===== src/rpa_pkg.sv =====
// Shared constants, codes and control types of the refcounted page allocator.
`default_nettype none
package rpa_pkg;

    localparam int PAGE_COUNT  = 32768;
    localparam int COUNT_WIDTH = 8;

    localparam int PAGE_W     = 15;
    localparam int FIRST_W    = 15;
    localparam int LIMIT_W    = 16;
    localparam int CFG_DATA_W = 16;
    localparam int CFG_IDX_W  = 1;
    localparam int OPCODE_W   = 2;
    localparam int STATUS_W   = 3;

    localparam int ADDR_W  = $clog2(PAGE_COUNT);
    localparam int DEPTH_W = $clog2(PAGE_COUNT + 1);

    localparam logic [COUNT_WIDTH-1:0] CNT_MAX = '1;
    localparam logic [COUNT_WIDTH-1:0] CNT_ONE = COUNT_WIDTH'(1);

    localparam logic [FIRST_W-1:0] FIRST_RESET = '0;
    localparam logic [LIMIT_W-1:0] LIMIT_RESET = LIMIT_W'(32768);

    localparam logic [CFG_IDX_W-1:0] CFG_FIRST_PAGE = CFG_IDX_W'(0);
    localparam logic [CFG_IDX_W-1:0] CFG_PAGE_LIMIT = CFG_IDX_W'(1);

    typedef enum logic [OPCODE_W-1:0] {
        OP_ALLOC   = 2'd0,
        OP_FREE    = 2'd1,
        OP_REF_INC = 2'd2,
        OP_SEED    = 2'd3
    } opcode_t;

    typedef enum logic [STATUS_W-1:0] {
        ST_OK          = 3'd0,
        ST_NO_FREE     = 3'd1,
        ST_RANGE       = 3'd2,
        ST_ZERO        = 3'd3,
        ST_POPPED_BUSY = 3'd4,
        ST_SATURATED   = 3'd5
    } status_t;

    // controller -> datapath
    typedef struct packed {
        logic clear;    // write zero to one count entry
        logic accept;   // take the input item, issue reads
        logic pop;      // popped page is on the stack read port
        logic commit;   // write back and load the result register
    } ctrl_cmd_t;

    // datapath -> controller
    typedef struct packed {
        logic clear_last;
        logic out_free;
    } dp_stat_t;

endpackage
`default_nettype wire


===== src/rpa_ctrl.sv =====
// Sequencer of the allocator: clear pass, accept, stack pop, write-back.
`default_nettype none
module rpa_ctrl (
    input  wire logic                      clk,
    input  wire logic                      rst_n,
    input  wire logic                      req_valid,
    input  wire logic [rpa_pkg::OPCODE_W-1:0] opcode,
    output logic                           req_ready,
    input  wire rpa_pkg::dp_stat_t         stat,
    output rpa_pkg::ctrl_cmd_t             cmd
);

    typedef enum logic [1:0] {
        S_CLEAR,
        S_IDLE,
        S_POP,
        S_EXEC
    } state_t;

    state_t state_reg;
    state_t state_next;

    always_comb
    begin
        state_next = state_reg;
        case (state_reg)
            S_CLEAR:
            begin
                if (stat.clear_last)
                begin
                    state_next = S_IDLE;
                end
            end
            S_IDLE:
            begin
                if (req_valid)
                begin
                    // alloc needs the popped page before its count can be read
                    state_next = (rpa_pkg::opcode_t'(opcode) == rpa_pkg::OP_ALLOC) ?
                                 S_POP : S_EXEC;
                end
            end
            S_POP:
            begin
                state_next = S_EXEC;
            end
            S_EXEC:
            begin
                if (stat.out_free)
                begin
                    state_next = S_IDLE;
                end
            end
            default:
            begin
                state_next = S_CLEAR;
            end
        endcase
    end

    always_ff @(posedge clk or negedge rst_n)
    begin
        if (!rst_n)
        begin
            state_reg <= S_CLEAR;
        end
        else
        begin
            state_reg <= state_next;
        end
    end

    assign req_ready  = (state_reg == S_IDLE);
    assign cmd.clear  = (state_reg == S_CLEAR);
    assign cmd.accept = (state_reg == S_IDLE) && req_valid;
    assign cmd.pop    = (state_reg == S_POP);
    assign cmd.commit = (state_reg == S_EXEC) && stat.out_free;

endmodule
`default_nettype wire


===== config.mk =====
export PLATFORM = sky130hd
export DESIGN_NAME = rpa_ctrl
export DESIGN_NICKNAME = d
export VERILOG_FILES = /design/src/rpa_pkg.sv /design/src/rpa_ctrl.sv
export SDC_FILE = /design/constraint.sdc
export NUM_CORES = 1
export LEC_CHECK = 0
export BUFFER_PORTS_ARGS = -buffer_cell sky130_fd_sc_hd__buf_2
export CORE_AREA = 2 2 39 41
export CTS_BUF_LIST = sky130_fd_sc_hd__clkbuf_4 sky130_fd_sc_hd__clkbuf_8 sky130_fd_sc_hd__clkbuf_16
export DETAILED_ROUTE_END_ITERATION = 6
export DIE_AREA = 0 0 41 43
export HOLD_SLACK_MARGIN = 0.05
export PLACE_DENSITY = 0.3
export SLEW_MARGIN = 20
export SYNTH_ARGS = -nofsm -noshare
export SYNTH_HDL_FRONTEND = slang
export SYNTH_SLANG_ARGS = --single-unit

===== constraint.sdc =====
create_clock -name clk -period 5.12 [get_ports clk]
set_clock_uncertainty 0.2 [all_clocks]
set_input_delay 1.024 -clock clk [delete_from_list [all_inputs] [get_ports clk]]
set_output_delay 1.024 -clock clk [all_outputs]
set_load 0.01 [all_outputs]

==> metrics.log, run 1 <==
INFO  metric outcome = completed
INFO  metric drtAntennaViolNets = 0
INFO  metric remaining_drc_errors = 0
INFO  metric totalNegativeSetupSlack = 0 ns
INFO  metric finalWirelength = 417 um
INFO  metric avgSynthCellArea = 9.87 um^2
INFO  metric post-synth-top-area-cell = dfrtp_1
INFO  metric gpl.final_weighted_congestion = 0.530
INFO  metric fp.dieArea = approximately 0.0018 mm^2
INFO  metric synth-seq-area-share = 28.2%
INFO  metric cp.required = between 3 and 4 ns
INFO  metric drive_above_1_share = 46.9%
INFO  metric clkSinkCount = 2
INFO  metric htree_levels = 1
INFO  metric setup_viol = 0
INFO  metric cts_tree = yes
INFO  metric postCtsHoldBufs = 0
INFO  metric power.switching_fraction = 39.0%
INFO  metric rsz_0062_raised_after_global_routing = no
INFO  metric worst_r2r_path_depth = 4
INFO  metric hold_viol_final = 0
INFO  metric p_int = 93.2 uW
INFO  metric synth_top_flop_cell = dfrtp_1
INFO  metric fmaxAchievable = between 0.3 and 0.4 GHz
INFO  metric cts_made_buffers = 3
INFO  metric grt_pass1_wl = a little under 600 um
INFO  metric period_minus_slack = 2.65 ns
INFO  metric vias_in_the_first_global_route = 163
INFO  metric synthesis.yosys.warnings = 0
INFO  metric clockBufferDepth = 2
INFO  metric initial_core_util = 12.8%
INFO  metric number_of_synthesized_flops_with_an_enable_pin = 0
INFO  metric largest_register_ffs = 2
INFO  metric grt_max_degree = 5
INFO  metric io_buffers = 11
INFO  metric clk_pin_slew = 0.03 ns
INFO  metric post_synthesis_sequential_element_count = 2
INFO  metric hp-class = reg2reg
INFO  metric floorplan.die.height = 43 um
INFO  metric vias_per_cell = ~3.6
INFO  metric pins_over_slew_limit = 0
INFO  metric synth_top_cells_by_count = inv_1 (5), ha_1 (4), dfrtp_1 (2)
INFO  metric placement.setup.worst_slack = 2.47 ns
INFO  metric syn-num-nets = 29
INFO  metric antenna_cells = 0
INFO  metric smallest_setup_slack_after_layout = 2.47 ns
INFO  metric min_delay_path_depth = 1
INFO  metric power.density = 555 mW/mm^2
INFO  metric cts_setup_buffers = 0
INFO  metric floorplan.core_area = about 0.0014 mm^2
INFO  metric max_cap_violations = 0
INFO  metric finish.net_count = 45
INFO  metric wire_per_inst = 8.69 um
INFO  metric fill_cell_instance_count_of_the_final_layout = 155
INFO  metric sequentialPowerShare = 20.8%
INFO  metric worst_slew_pin_slew = 0.455 ns
INFO  metric slew_headroom = 69.6%
INFO  metric post_cts_resize_count = 0
INFO  metric data_arrival_time_of_the_worst_path = around 1.4 ns
INFO  metric fraction_of_synthesized_cell_area_taken_by_the_top_area_cell_type = 28.2%
INFO  metric timing_worst_setup_path_type = in2out
INFO  metric synth_area_leaders = dfrtp_1 (28%), ha_1 (28%), inv_1 (11%), mux2_1 (6.3%), a222oi_1 (5.6%)
INFO  metric grt_overflow_total = 0
INFO  metric worst_ir_drop_vdd = 183 uV
INFO  metric syn-instance-count = 18
INFO  metric yosys.cell_count.top_type = inv_1
INFO  metric drt-initial-drc-count = 5
INFO  metric antenna_found_initial = 0
INFO  metric drt_pass1_iterations = 4
INFO  metric area_taken_by_multi_input_logic_gates = 109 um^2
INFO  metric sequential_area = 50.0 um^2
INFO  metric power.clock.fraction = approximately 23%
INFO  metric netlist-cell-type-count = 10
INFO  metric setup.worst_path.start_class = input pin
INFO  metric total_routing_resource_utilization_after_global_routing = 5.32%
INFO  metric clkLatencyLatePin = about 0.23 ns
INFO  metric worst_setup_path_end_kind = output pin
INFO  metric syn_to_final_growth = 54.9%
INFO  metric p_leak = 0.000170 uW
INFO  metric num_rows = 14
INFO  metric mapped_area = approximately 180 um^2
INFO  metric pin_count = 12
INFO  metric cp_max_fo = 2
INFO  metric async_reset_ff_share = 100%
INFO  metric width_of_the_die = roughly 40 um
INFO  metric cts_root_buffer_type = clkbuf_4
INFO  metric netSwitchingPower = 59.6 uW
INFO  metric vias = between 150 and 200
INFO  metric period_share = between 50% and 60%
INFO  metric comb_power_share = between 50% and 60%
INFO  metric place_hpwl = 347 um
[stage by stage]
step | cell area [um^2] | std cells | total power [uW] | hold slack (ns) | util (%)
6_report | 275 | 48 | 153 | 0.359 | 19.9
5_1_grt | 275 | 48 | 171 | 0.368 | 19.9
4_1_cts | 275 | 48 | 159 | 0.363 | 19.9
3_5_place_dp | 253 | 45 | 120 | 0.364 | 18.3
3_3_place_gp | 253 | 45 | 120 | 0.364 | 18.3
2_1_floorplan | 178 | 18 | 91.8 | 0.312 | -
[placed cells by master (no fill, tap or decap)]
| cell | n |
|---|---|
| o21ai_0 | 1 |
| clkbuf_4 | 3 |
| inv_1 | 5 |
| mux2i_1 | 1 |
| and3b_1 | 1 |
| buf_2 | 11 |
| a222oi_1 | 1 |
| mux2_1 | 1 |
| and2_1 | 1 |
| and2_2 | 1 |
| ha_1 | 4 |
| dfrtp_1 | 2 |
[area by class of cell]
cell class / instances / area share, %
Timing Repair Buffer: 11 / 20.0
Clock buffer: 3 / 8.18
Tap cell: 16 / 7.27
Inverter: 5 / 6.82
Sequential cell: 2 / 18.2
Multi-Input combinational cell: 11 / 39.5
[critical path, cell delays in order]
cell	delay [ns]
buf_2	0.10
and2_2	0.17
buf_2	0.13
[power groups by stage]
stage	sequential (uW)	clock [uW]	combinational (uW)
floorplan	30.2	0	61.6
global placement	32.4	0	87.9
detailed placement	32.2	0	88.3
CTS	31.9	38.5	88.4
global route	32.9	38.6	99.9
finish	31.7	35.5	85.6
[worst paths after layout]
kind | slack [ns] | endpoint | startpoint
max | 2.47 | cmd[0] | stat[0]
max in group asynchronous | 4.25 | state_reg[1] | rst_n
min in group asynchronous | 0.37 | state_reg[0] | rst_n
min reg2reg | 0.36 | state_reg[1] | state_reg[1]
max reg2reg | 3.30 | state_reg[1] | state_reg[1]
min | 0.36 | state_reg[1] | state_reg[1]
[cell families after synthesis]
logic type                 share of synthesized area, %
DFF                                                28.2
AOI/OAI and AO/OA                                  8.45
muxes                                              12.0
and+or+nand+nor                                    12.7
buffers and inverters                              10.6
adders and majority gates                          28.2
[per-layer routing]
layer | up-vias | wire length (um) | GRT usage, %
li1 | 88 | - | -
met5 | - | 0 | 0
met1 | 74 | 180 | 4.49
met4 | 0 | 0 | 4.00
met2 | 13 | 175 | 7.50
met3 | 0 | 62 | 4.71
Power figures use the tool's default switching activity.
==> run 2, diff against run 1 <==
==> constraint.sdc (replaced) <==
create_clock -name clk -period 2.5 [get_ports clk]
set_clock_uncertainty 0.2 [all_clocks]
set_input_delay 0.5 -clock clk [delete_from_list [all_inputs] [get_ports clk]]
set_output_delay 0.5 -clock clk [all_outputs]
set_load 0.01 [all_outputs]
==> run 2 against run 1 <==
Effect of this change: total power grew 100%; clock power grew 97%; die area is the same; combinational power grew 110%; wire length shrank 4.8%; critical path type is now reg2out.
==> metrics.log, run 2 (synthesis gave the netlist of run 1 again) <==
INFO  metric floorplan.die.height = 43 um (unchanged)
INFO  metric hp-class = reg2reg (unchanged)
INFO  metric postCtsHoldBufs = 1 (was 0)
INFO  metric rr_startpoint = state_reg[1] (unchanged)
INFO  metric clk_pin_slew = 0.03 ns (about the same)
INFO  metric cp_max_fo = 4 (was 2)
INFO  metric finish.instance_area = 285 um^2 (was 275 um^2)
INFO  metric slowest_cp_cell = dfrtp_1 (was and2_2)
INFO  metric drt_pass1_iterations = 4 (unchanged)
INFO  metric finish.cell_count_without_fillers = 49 (was 48)
INFO  metric num_rows = 14 (unchanged)
INFO  metric remaining_drc_errors = 0 (unchanged)
INFO  metric drive_above_1_share = 45.5% (was 46.9%)
INFO  metric period_share = 74.3%
INFO  metric fmaxAchievable = 0.538 GHz
INFO  metric pin_count = 12 (unchanged)
INFO  metric setup_viol = 0 (unchanged)
INFO  metric rsz_0062_raised_after_global_routing = no (unchanged)
INFO  metric floorplan.core_area = 0.00138 mm^2 (unchanged)
INFO  metric worst_r2r_path_depth = 4 (unchanged)
INFO  metric critical_path.startpoint = state_reg[1] (was stat[0])
INFO  metric io_buffers = 11 (unchanged)
INFO  metric post_cts_resize_count = 0 (unchanged)
INFO  metric clkSinkCount = 2 (unchanged)
INFO  metric finalWirelength = 397 um (was 417 um)
INFO  metric vias = 178 (was 175)
INFO  metric period_minus_slack = around 1.9 ns
INFO  metric series_of_cell_instances_along_the_critical_path = inv_1, ha_1, and2_1, buf_2 (was buf_2, and2_2, buf_2)
INFO  metric fp.dieArea = 0.00176 mm^2 (unchanged)
INFO  metric clockBufferDepth = 2 (unchanged)
INFO  metric cts_tree = yes (unchanged)
INFO  metric hold_viol_final = 0 (unchanged)
INFO  metric data_arrival_time_of_the_worst_path = 1.16 ns (was 1.42 ns)
INFO  metric grt_pass1_wl = 683 um (was 586 um)
INFO  metric critical_path.endpoint = cmd[2] (was cmd[0])
INFO  metric most-common-layout-cells = buf_2 (11), inv_1 (5), ha_1 (4) (unchanged)
INFO  metric outcome = completed (unchanged)
INFO  metric total_routing_resource_utilization_after_global_routing = 6.33% (was 5.32%)
INFO  metric power.density = 1090 mW/mm^2 (was 555 mW/mm^2)
INFO  metric largest_register_ffs = 2 (unchanged)
INFO  metric setup.worst_path.start_class = flip-flop (was input pin)
INFO  metric antenna_cells = 0 (unchanged)
INFO  metric vias_in_the_first_global_route = 180 (was 163)
INFO  metric wire_per_inst = 8.10 um (was 8.69 um)
INFO  metric max_cap_violations = 0 (unchanged)
INFO  metric worst_slew_pin_slew = 0.459 ns (was 0.455 ns)
INFO  metric cts_root_buffer_type = clkbuf_4 (unchanged)
INFO  metric slew_headroom = 69.4% (was 69.6%)
INFO  metric cp.required = 1.80 ns (was 3.90 ns)
INFO  metric grt_max_degree = 5 (unchanged)
INFO  metric timing_worst_setup_path_type = reg2out (was in2out)
INFO  metric vias_per_cell = 3.63 (was 3.65)
INFO  metric cts_made_buffers = 3 (unchanged)
INFO  metric syn_to_final_growth = 60.6% (was 54.9%)
INFO  metric worst_r2r_endpoint = state_reg[1] (unchanged)
INFO  metric gpl.final_weighted_congestion = 0.525 (was 0.530)
INFO  metric clkLatencyLatePin = 0.22 ns (was 0.23 ns)
INFO  metric antenna_found_initial = 0 (unchanged)
INFO  metric detailed_place.area = 253 um^2 (unchanged)
INFO  metric dp_cells = 45 (unchanged)
INFO  metric p_leak = 0.000174 uW (was 0.000170 uW)
INFO  metric r2r_slack = 0.67 ns (was 3.30 ns)
INFO  metric worst_setup_path_end_kind = output pin (unchanged)
INFO  metric htree_levels = 1 (unchanged)
INFO  metric totalNegativeSetupSlack = 0 ns (unchanged)
INFO  metric cts_setup_buffers = 0 (unchanged)
INFO  metric layout.cells.most_common = buf_2 (unchanged)
INFO  metric grt_overflow_total = 0 (unchanged)
INFO  metric initial_core_util = 12.8% (unchanged)
INFO  metric pins_over_slew_limit = 0 (unchanged)
INFO  metric width_of_the_die = 41 um (unchanged)
INFO  metric critical-path-max-stage-delay = 0.37 ns (was 0.17 ns)
INFO  metric drtAntennaViolNets = 0 (unchanged)
INFO  metric drt-initial-drc-count = 4 (was 5)
INFO  metric finish.net_count = 46 (was 45)
INFO  metric worst_ir_drop_vdd = 285 uV (was 183 uV)
[run 2: cell types whose count changed in the layout (fill, tap and decap cells not counted)]
cell / change
dlygate4sd3_1: +1
[run 2: metal layers]
metal	wire, um	vias to the layer above	GRT usage, %
met3	53	0	4.71
met5	0	-	0
li1	-	89	-
met4	0	0	6.00
met2	152	11	8.13
met1	190	78	6.13
[run 2: worst min-delay path by stage]
stage                 startpoint            to  slack (ns)  cells after the start
floorplan                  rst_n  state_reg[0]       0.004                      0
global route               rst_n  state_reg[1]        0.40                      2
finish              state_reg[1]  state_reg[1]        0.36                      1
detailed placement         rst_n  state_reg[1]        0.09                      1
CTS                 state_reg[1]  state_reg[1]        0.37                      1
global placement           rst_n  state_reg[0]        0.09                      1
[run 2: through the flow]
step | utilization (%) | setup slack [ns] | power, uW | hold slack (ns)
finish | 20.6 | 0.642 | 312 | 0.362
global route | 20.6 | 0.529 | 355 | 0.404
CTS | 20.6 | 0.617 | 324 | 0.374
detailed placement | 18.3 | 0.656 | 248 | 0.0877
global placement | 18.3 | 0.701 | 246 | 0.0874
floorplan | - | 0.745 | 188 | 0.00441
[run 2: critical path, delay by kind of cell (launching register included)]
kind / cells / cell delay [ns]
AND/OR/NAND/NOR: 1 / 0.14
flip-flops: 1 / 0.37
buffers and inverters: 2 / 0.21
adder cells (fa/ha/maj): 1 / 0.22
[run 2: cell type report]
| class | count | area [um^2] |
|---|---|---|
| Timing Repair Buffer | 12 | 65.1 |
| Inverter | 5 | 18.8 |
| Tap cell | 16 | 20.0 |
| Multi-Input combinational cell | 11 | 109 |
| Clock buffer | 3 | 22.5 |
| Sequential cell | 2 | 50.0 |
| Fill cell | 164 | 1100 |
[run 2: power breakdown]
group | internal, uW | switching (uW)
sequential | 50.3 | 14.8
combinational | 88.4 | 88.5
clock | 52.9 | 17.2
total | 192 | 120
